[config.mk]
export PLATFORM = sky130hd
export DESIGN_NAME = utf16le_to_utf8_bounded
export DESIGN_NICKNAME = d
export VERILOG_FILES = /design/src/u16u8_pkg.sv /design/src/u16u8_encode.sv /design/src/u16u8_emit.sv /design/src/utf16le_to_utf8_bounded.sv
export SDC_FILE = /design/constraint.sdc
export NUM_CORES = 1
export LEC_CHECK = 0
export ABC_AREA = 1
export BUFFER_PORTS_ARGS = -buffer_cell sky130_fd_sc_hd__buf_2
export CORE_UTILIZATION = 61
export CTS_CLUSTER_DIAMETER = 80
export DETAILED_ROUTE_END_ITERATION = 10
export GPL_TIMING_DRIVEN = 0
export PLACE_DENSITY = 0.81
export SYNTH_ARGS = -nofsm -noshare
export SYNTH_HDL_FRONTEND = slang
export SYNTH_SLANG_ARGS = --single-unit
[constraint.sdc]
create_clock -name clk -period 7.45 [get_ports clk]
set_input_delay 1.49 -clock clk [delete_from_list [all_inputs] [get_ports clk]]
set_output_delay 1.49 -clock clk [all_outputs]
set_load 0.02 [all_outputs]
[src/u16u8_pkg.sv]
`default_nettype none
// ----------------------------------------------------------------------------
// u16u8_pkg
// Shared types and constants for the UTF-16LE to UTF-8 bounded transcoder.
// ----------------------------------------------------------------------------
package u16u8_pkg;

  localparam int CAP_W        = 11;
  localparam logic [CAP_W-1:0] CAP_RESET = 11'd256;
  localparam int MAX_CAPACITY = 1024;
  localparam int MAX_RESULTS  = 5;
  localparam int CNT_W        = 3;

  // result kinds
  localparam logic [1:0] KIND_DATA      = 2'd0;
  localparam logic [1:0] KIND_OK        = 2'd1;
  localparam logic [1:0] KIND_NO_ROOM   = 2'd2;
  localparam logic [1:0] KIND_EXHAUSTED = 2'd3;

  // code point constants
  localparam logic [15:0] HIGH_FIRST = 16'hD800;
  localparam logic [15:0] HIGH_LAST  = 16'hDBFF;
  localparam logic [31:0] LOW_BASE   = 32'h0000_DC00;
  localparam logic [31:0] SUPP_BASE  = 32'h0001_0000;
  localparam logic [31:0] LIM_ONE    = 32'h0000_0080;
  localparam logic [31:0] LIM_TWO    = 32'h0000_0800;
  localparam logic [31:0] LIM_THREE  = 32'h0001_0000;
  localparam logic [7:0]  LEAD_TWO   = 8'hC0;
  localparam logic [7:0]  LEAD_THREE = 8'hE0;
  localparam logic [7:0]  LEAD_FOUR  = 8'hF0;
  localparam logic [7:0]  CONT_MARK  = 8'h80;
  localparam logic [5:0]  CONT_MASK  = 6'h3F;

  typedef struct packed {
    logic [15:0] code_unit;
    logic        source_end;
  } src_item_t;

  typedef struct packed {
    logic [7:0] out_byte;
    logic [1:0] kind;
    logic       last;
  } dst_item_t;

  // all results caused by one code unit
  typedef struct packed {
    logic [CNT_W-1:0]                 count;
    dst_item_t [MAX_RESULTS-1:0]      items;
  } group_t;

endpackage
`default_nettype wire

[src/u16u8_encode.sv]
`default_nettype none
// ----------------------------------------------------------------------------
// u16u8_encode
// Per-string state and the single-pass encoder that turns one code unit into
// its group of result items.
// ----------------------------------------------------------------------------
module u16u8_encode
  import u16u8_pkg::*;
(
  input  wire logic             clk,
  input  wire logic             rst,
  input  wire logic             fire,
  input  wire src_item_t        item,
  input  wire logic [CAP_W-1:0] capacity,
  output group_t                grp
);

  logic [CAP_W-1:0] bytes_written, bytes_written_next;
  logic [9:0]       pending_high, pending_high_next;
  logic             pending_valid, pending_valid_next;
  logic             finished, finished_next;

  logic [CAP_W-1:0] cap_eff;
  logic [31:0]      cp_pair;
  logic [31:0]      cp;
  logic [CNT_W-1:0] nbytes;
  logic             fits;
  logic             room_term;
  logic             is_high;

  assign cap_eff = (32'(capacity) > 32'(MAX_CAPACITY)) ? CAP_W'(MAX_CAPACITY) : capacity;

  // unchecked pair: low half used as is, 32-bit wraparound
  assign cp_pair = SUPP_BASE + (({22'b0, pending_high} << 10)
                   | (32'(item.code_unit) - LOW_BASE));
  assign cp      = pending_valid ? cp_pair : {16'b0, item.code_unit};

  assign nbytes = (cp < LIM_ONE)   ? 3'd1 :
                  (cp < LIM_TWO)   ? 3'd2 :
                  (cp < LIM_THREE) ? 3'd3 : 3'd4;

  assign fits      = ({1'b0, bytes_written} + 12'(nbytes) + 12'd1) <= {1'b0, cap_eff};
  assign room_term = ({1'b0, bytes_written} + 12'd1) <= {1'b0, cap_eff};
  assign is_high   = (item.code_unit >= HIGH_FIRST) && (item.code_unit <= HIGH_LAST);

  always_comb begin
    logic do_char;
    logic close_str;
    do_char            = 1'b0;
    close_str          = 1'b0;
    grp                = '0;
    bytes_written_next = bytes_written;
    pending_high_next  = pending_high;
    pending_valid_next = pending_valid;
    finished_next      = finished;

    if (finished) begin
      if (item.source_end) begin
        bytes_written_next = '0;
        finished_next      = 1'b0;
      end
    end else if (pending_valid) begin
      pending_valid_next = 1'b0;
      pending_high_next  = '0;
      do_char            = 1'b1;
    end else if (item.code_unit == 16'd0) begin
      grp.count         = 3'd1;
      grp.items[0].kind = room_term ? KIND_OK : KIND_NO_ROOM;
      close_str         = 1'b1;
    end else if (is_high) begin
      if (item.source_end) begin
        grp.count         = 3'd1;
        grp.items[0].kind = KIND_EXHAUSTED;
        close_str         = 1'b1;
      end else begin
        pending_high_next  = item.code_unit[9:0];
        pending_valid_next = 1'b1;
      end
    end else begin
      do_char = 1'b1;
    end

    if (do_char) begin
      if (!fits) begin
        grp.count         = 3'd1;
        grp.items[0].kind = KIND_NO_ROOM;
        close_str         = 1'b1;
      end else begin
        case (nbytes)
          3'd1: begin
            grp.items[0].out_byte = cp[7:0];
          end
          3'd2: begin
            grp.items[0].out_byte = LEAD_TWO | cp[13:6];
            grp.items[1].out_byte = CONT_MARK | {2'b0, cp[5:0] & CONT_MASK};
          end
          3'd3: begin
            grp.items[0].out_byte = LEAD_THREE | cp[19:12];
            grp.items[1].out_byte = CONT_MARK | {2'b0, cp[11:6] & CONT_MASK};
            grp.items[2].out_byte = CONT_MARK | {2'b0, cp[5:0] & CONT_MASK};
          end
          default: begin
            grp.items[0].out_byte = LEAD_FOUR | cp[25:18];
            grp.items[1].out_byte = CONT_MARK | {2'b0, cp[17:12] & CONT_MASK};
            grp.items[2].out_byte = CONT_MARK | {2'b0, cp[11:6] & CONT_MASK};
            grp.items[3].out_byte = CONT_MARK | {2'b0, cp[5:0] & CONT_MASK};
          end
        endcase
        grp.count          = nbytes;
        bytes_written_next = bytes_written + CAP_W'(nbytes);
        if (item.source_end) begin
          grp.items[nbytes].kind = KIND_EXHAUSTED;
          grp.count              = nbytes + 3'd1;
          close_str              = 1'b1;
        end
      end
    end

    if (close_str) begin
      if (item.source_end) begin
        bytes_written_next = '0;
        pending_high_next  = '0;
        pending_valid_next = 1'b0;
        finished_next      = 1'b0;
      end else begin
        finished_next = 1'b1;
      end
    end

    if (grp.count != '0) begin
      grp.items[3'(grp.count - 3'd1)].last = 1'b1;
    end
  end

  always_ff @(posedge clk) begin
    if (rst) begin
      bytes_written <= '0;
      pending_high  <= '0;
      pending_valid <= 1'b0;
      finished      <= 1'b0;
    end else if (fire) begin
      bytes_written <= bytes_written_next;
      pending_high  <= pending_high_next;
      pending_valid <= pending_valid_next;
      finished      <= finished_next;
    end
  end

endmodule
`default_nettype wire

[src/u16u8_emit.sv]
`default_nettype none
// ----------------------------------------------------------------------------
// u16u8_emit
// Result register: holds a group, one transaction out a cycle unless stalled.
// ----------------------------------------------------------------------------
module u16u8_emit
  import u16u8_pkg::*;
(
  input  wire logic   clk,
  input  wire logic   rst,
  input  wire logic   load,
  input  wire group_t grp,
  output logic        free,
  output logic        dst_valid,
  input  wire logic   dst_stall,
  output dst_item_t   dst_item
);

  dst_item_t [MAX_RESULTS-1:0] items;
  logic [CNT_W-1:0]            count;
  logic                        take;

  assign dst_valid = (count != '0);
  assign take      = dst_valid && !dst_stall;
  assign free      = (count == '0) || ((count == 3'd1) && take);
  assign dst_item  = items[0];

  always_ff @(posedge clk) begin
    if (rst) begin
      count <= '0;
    end else if (load) begin
      count <= grp.count;
    end else if (take) begin
      count <= count - 3'd1;
    end
  end

  // advance the queue toward slot zero on each taken transaction
  always_ff @(posedge clk) begin
    if (load) begin
      items <= grp.items;
    end else if (take) begin
      items <= {dst_item_t'('0), items[MAX_RESULTS-1:1]};
    end
  end

endmodule
`default_nettype wire

[src/utf16le_to_utf8_bounded.sv]
// Flow: a code unit accepted into the hold register passes through the
//   encoder into the result register once that register is free.
// Throughput: one result byte per cycle while dst_stall is low; a unit that
//   expands to n bytes holds back the next unit until its last byte is taken.
// Reset: synchronous; clears the string state and sets capacity to 256.
`default_nettype none
// ----------------------------------------------------------------------------
// utf16le_to_utf8_bounded
// UTF-16LE to UTF-8 transcoder into a destination of bounded size.
// ----------------------------------------------------------------------------
module utf16le_to_utf8_bounded
  import u16u8_pkg::*;
(
  input  wire logic             clk,
  input  wire logic             rst,
  input  wire logic             cfg_valid,
  output logic                  cfg_ready,
  input  wire logic [CAP_W-1:0] cfg_data,
  input  wire logic             src_valid,
  output logic                  src_stall,
  input  wire src_item_t        src_item,
  output logic                  dst_valid,
  input  wire logic             dst_stall,
  output dst_item_t             dst_item
);

  logic [CAP_W-1:0] capacity;
  logic             hold_valid;
  src_item_t        hold_item;
  logic             advance;
  logic             grp_free;
  group_t           grp;

  assign cfg_ready = 1'b1;
  assign advance   = hold_valid && grp_free;
  assign src_stall = hold_valid && !advance;

  always_ff @(posedge clk) begin
    if (rst) begin
      capacity <= CAP_RESET;
    end else if (cfg_valid && cfg_ready) begin
      capacity <= cfg_data;
    end
  end

  always_ff @(posedge clk) begin
    if (rst) begin
      hold_valid <= 1'b0;
    end else if (src_valid && !src_stall) begin
      hold_valid <= 1'b1;
    end else if (advance) begin
      hold_valid <= 1'b0;
    end
  end

  always_ff @(posedge clk) begin
    if (src_valid && !src_stall) begin
      hold_item <= src_item;
    end
  end

  u16u8_encode u_encode (
    .clk      (clk),
    .rst      (rst),
    .fire     (advance),
    .item     (hold_item),
    .capacity (capacity),
    .grp      (grp)
  );

  u16u8_emit u_emit (
    .clk       (clk),
    .rst       (rst),
    .load      (advance),
    .grp       (grp),
    .free      (grp_free),
    .dst_valid (dst_valid),
    .dst_stall (dst_stall),
    .dst_item  (dst_item)
  );

`ifndef SYNTH
  a_group_size : assert property (@(posedge clk) disable iff (rst)
    advance |-> (grp.count <= 3'(MAX_RESULTS)))
    else $error("result group larger than the result register");

  a_group_last : assert property (@(posedge clk) disable iff (rst)
    (advance && (grp.count != '0)) |-> grp.items[3'(grp.count - 3'd1)].last)
    else $error("final result of a group not marked last");

  a_status_zero : assert property (@(posedge clk) disable iff (rst)
    dst_valid |-> ((dst_item.kind == KIND_DATA) || (dst_item.out_byte == 8'd0)))
    else $error("status transaction carries a nonzero byte");

  a_stall_held : assert property (@(posedge clk) disable iff (rst)
    src_stall |-> (hold_valid && !grp_free))
    else $error("input stalled while the encoder could advance");
`endif

endmodule
`default_nettype wire
==> reports/qor.txt <==
router iterations before antenna repair - 6
origin of the critical flop-to-flop path - hold_item[12]
worst hold margin - 0.485 ns
number of buffers between clock root and the deepest sink - 2
leakage dissipation - 3.10 nW
number of nets in the layout - 985
CP endpoint kind - flop
outcome - complete, no violations
routed len/inst - 15.7 um
VDD IR-drop max - 0.259 mV
post-CTS sizing - 0
Crit path arrival time - 6.78 ns
total grt overflow - 0
f_max - 151 MHz
number of warning messages in the yosys log - 0
worst r2r dst - u_emit.dst_item[0]
kind of critical path - reg2reg
latest clock arrival within the worst-skew pair - 0.38 ns
kind of cell with the highest combined delay on the critical path - simple AND/OR/NAND/NOR gates
Post-DP HPWL - 12800 um
Max H-tree Level - 3
number of buffers and inverters on the critical path - 6
Initial Util - 63.2%
Max Transition Viols Final - 0
global-route wire length before repair - 27200 um
fraction of layout cells with a size suffix above 1 - 16.6%
Sink Count - 95
number of primary I/O pins - 47
number of nets produced by synthesis - 930
worst hold path class - reg2reg
number of placed instances with taps included - 1032
sequential cell area - 2470 sq um
total power per unit cell area - 288 nW/um^2
Mapped Avg Cell Area - 7.69 sq um
aggregate global-route resource usage - 31.2%
routed via count divided by cell count - 5.72
Die Span X - 106 um
max-cap viol count - 0
gate count after technology mapping - 852
number of diodes added for antenna fixing - 0
IO buf count - 43
slew at the pin with the worst max-slew slack - 0.706 ns
detailed-route wire length - 16500 um
final-report setup violation count - 0
DRC errors left - 0
initial antenna violation count - 0
die outline area - 11200 sq um
core area - 10400 sq um
post-synthesis sequential area ratio - 37.7%
TritonCTS Buffers - 9
Register-to-Register Path Depth - 44
distinct cell type count after synthesis - 51
relative max-transition margin - 53.0%
number of stages on the worst hold path - 2
shortest clock period the worst path allows after layout - 6.63 ns
Most common cell on crit path - sky130_fd_sc_hd__nand2_1
Required @ worst endpoint - 7.60 ns
total power of the final layout - 2.05 mW
r2r setup slk - 0.82 ns
area of the multi-input gates - 3460 sq um
std cell rows - 37
vertical die dimension - 106 um
RSZ-0062 raised after global routing - false
CTS Hold Bufs - 0
post-CTS setup buffer count - 0
overall via count from detail_route - 5990
end point of the worst hold path - capacity[0]
via count of the first global-routing pass - 5696
part of the cycle the worst path needs - 89.0%
Post-DRT Antenna Nets - 0
clk slew on worst S/H paths - 0.09 ns
CTS root buffer - sky130_fd_sc_hd__clkbuf_8
Total Negative Setup Slacks - 0 ns
clock tree from TritonCTS - yes
total count of hold-check failures in the final report - 0
violation count after the first detailed-routing iteration - 587
Synth Cell Area - 6560 sq um
weighted congestion reported at the end of routability-driven placement - 0.930
Worst setup SP type - flop
Layout Area Growth over Synthesis - 8.95%
worst-path maximum fanout - 10
hold wc startpoint - capacity[0]
worst clock skew on the final layout - 0.0123 ns
Critical Path Max Stage Delay - 0.48 ns
fill cell count - 893
Worst path slowest cell - sky130_fd_sc_hd__edfxtp_1
non-filler instance count after layout - 1048
Synth Register Bits - 95
pin count of the biggest net entering global routing - 34
[Yosys cell counts (all sizes together)]
master | count | area, sq um
fa | 2 | 40.0
o31ai | 2 | 15.0
nand3 | 46 | 280
xnor2 | 2 | 17.5
or2 | 3 | 18.8
o2111ai | 3 | 26.3
o221ai | 3 | 26.3
nor4 | 2 | 12.5
edfxtp | 57 | 1710
clkbuf | 14 | 53.8
o21a | 2 | 15.0
a22oi | 4 | 30.0
o21ai | 69 | 379
nand2 | 247 | 1000
buf | 29 | 209
dfxtp | 38 | 761
o22ai | 1 | 6.26
xor2 | 16 | 140
conb | 1 | 3.75
or4 | 1 | 7.51
nor2 | 79 | 314
ha | 43 | 538
inv | 89 | 342
and3 | 1 | 6.26
a31oi | 4 | 25.0
clkinv | 5 | 25.0
nand3b | 3 | 22.5
nor3 | 6 | 30.0
nand4 | 10 | 62.6
a21oi | 55 | 317
o211ai | 11 | 82.6
a22o | 3 | 26.3
a221oi | 1 | 8.76
[area by class of cell]
cell class              count  area share, %
inverters                  94           5.13
plain buffers              43           3.68
flip-flops and latches     95           34.6
clock buffers              10           1.79
multi-input cells         620           48.5
repair buffers             44           3.29
well taps                 136           2.38
clock inverters             6          0.596
[layer usage]
| layer | global-route usage (%) | vias to the layer above | wire [um] |
|---|---|---|---|
| li1 | - | 2931 | - |
| met1 | 43.4 | 2780 | 7490 |
| met2 | 49.3 | 252 | 7460 |
| met3 | 6.00 | 27 | 1250 |
| met4 | 9.03 | 0 | 271 |
| met5 | 0 | - | 0 |
[stage by stage]
stage               worst slack (ns)  instance area (sq um)  util (%)
floorplan                       1.85                   6560         -
global placement                1.01                   6940      66.9
detailed placement             0.901                   6970      67.2
CTS                            0.895                   7140      68.9
global route                   0.202                   7140      68.9
finish                         0.816                   7140      68.9
[power breakdown]
| group | switching (mW) | internal [mW] |
|---|---|---|
| Combinational | 0.592 | 0.316 |
| Sequential | 0.0642 | 0.770 |
| Clock | 0.188 | 0.122 |
| Total | 0.845 | 1.21 |
[layout by cell type (no fill, tap or decap), types with 4 or more instances in the layout]
master                     count
sky130_fd_sc_hd__a21oi_1      46
sky130_fd_sc_hd__a21oi_2       8
sky130_fd_sc_hd__a22oi_1       4
sky130_fd_sc_hd__a31oi_1       4
sky130_fd_sc_hd__buf_2        51
sky130_fd_sc_hd__buf_4        18
sky130_fd_sc_hd__clkbuf_1     14
sky130_fd_sc_hd__clkbuf_8      9
sky130_fd_sc_hd__clkinv_1      4
sky130_fd_sc_hd__dfxtp_1      38
sky130_fd_sc_hd__edfxtp_1     57
sky130_fd_sc_hd__ha_1         43
sky130_fd_sc_hd__inv_1        80
sky130_fd_sc_hd__inv_2         6
sky130_fd_sc_hd__nand2_1     229
sky130_fd_sc_hd__nand2_2      12
sky130_fd_sc_hd__nand2_4       6
sky130_fd_sc_hd__nand3_1      36
sky130_fd_sc_hd__nand3_2      10
sky130_fd_sc_hd__nand4_1      10
sky130_fd_sc_hd__nor2_1       74
sky130_fd_sc_hd__nor2_2        4
sky130_fd_sc_hd__nor3_1        6
sky130_fd_sc_hd__o211ai_1     11
sky130_fd_sc_hd__o21ai_0      54
sky130_fd_sc_hd__o21ai_1       7
sky130_fd_sc_hd__o21ai_2       6
sky130_fd_sc_hd__xor2_1       16
[kinds of logic after synthesis]
| logic type | Yosys count | synth area share, % |
|---|---|---|
| AO/OA/AOI/OAI | 158 | 14.6 |
| XOR/XNOR | 18 | 2.41 |
| adder cells (fa/ha/maj) | 45 | 8.82 |
| buffers and inverters | 137 | 9.60 |
| flip-flops | 95 | 37.7 |
| other | 1 | 0.0572 |
| AND/OR/NAND/NOR | 398 | 26.8 |
[registers in the layout, summed over array words and instances (netlist names)]
signal                  flops
hold_item                  17
u_emit.items               29
capacity                   11
hold_valid                  1
u_encode.finished           1
u_emit.count                3
u_encode.pending_valid      1
u_emit.dst_item            11
u_encode.pending_high      10
u_encode.bytes_written     11
[worst reg2reg max path, delay by kind of cell, from the launching register on]
family	cells	cell delay, ns
AOI/OAI and AO/OA	2	0.58
xor gates and xnor gates	1	0.24
adders and majority gates	7	1.88
buffers and inverters	6	0.52
DFF	1	0.48
and+or+nand+nor	28	2.71
[how the worst max path moves through the flow]
stage	start	to	slack, ns	cells after the start
floorplan	hold_item[12]	u_emit.items[11]	1.85	44
global placement	hold_item[12]	u_emit.items[11]	1.01	44
detailed placement	hold_item[12]	u_emit.items[11]	0.90	44
CTS	hold_item[12]	u_emit.items[11]	0.90	44
global route	hold_item[12]	u_emit.items[11]	0.20	44
finish	hold_item[12]	u_emit.dst_item[0]	0.82	44
(Power assumes the default switching activity.)
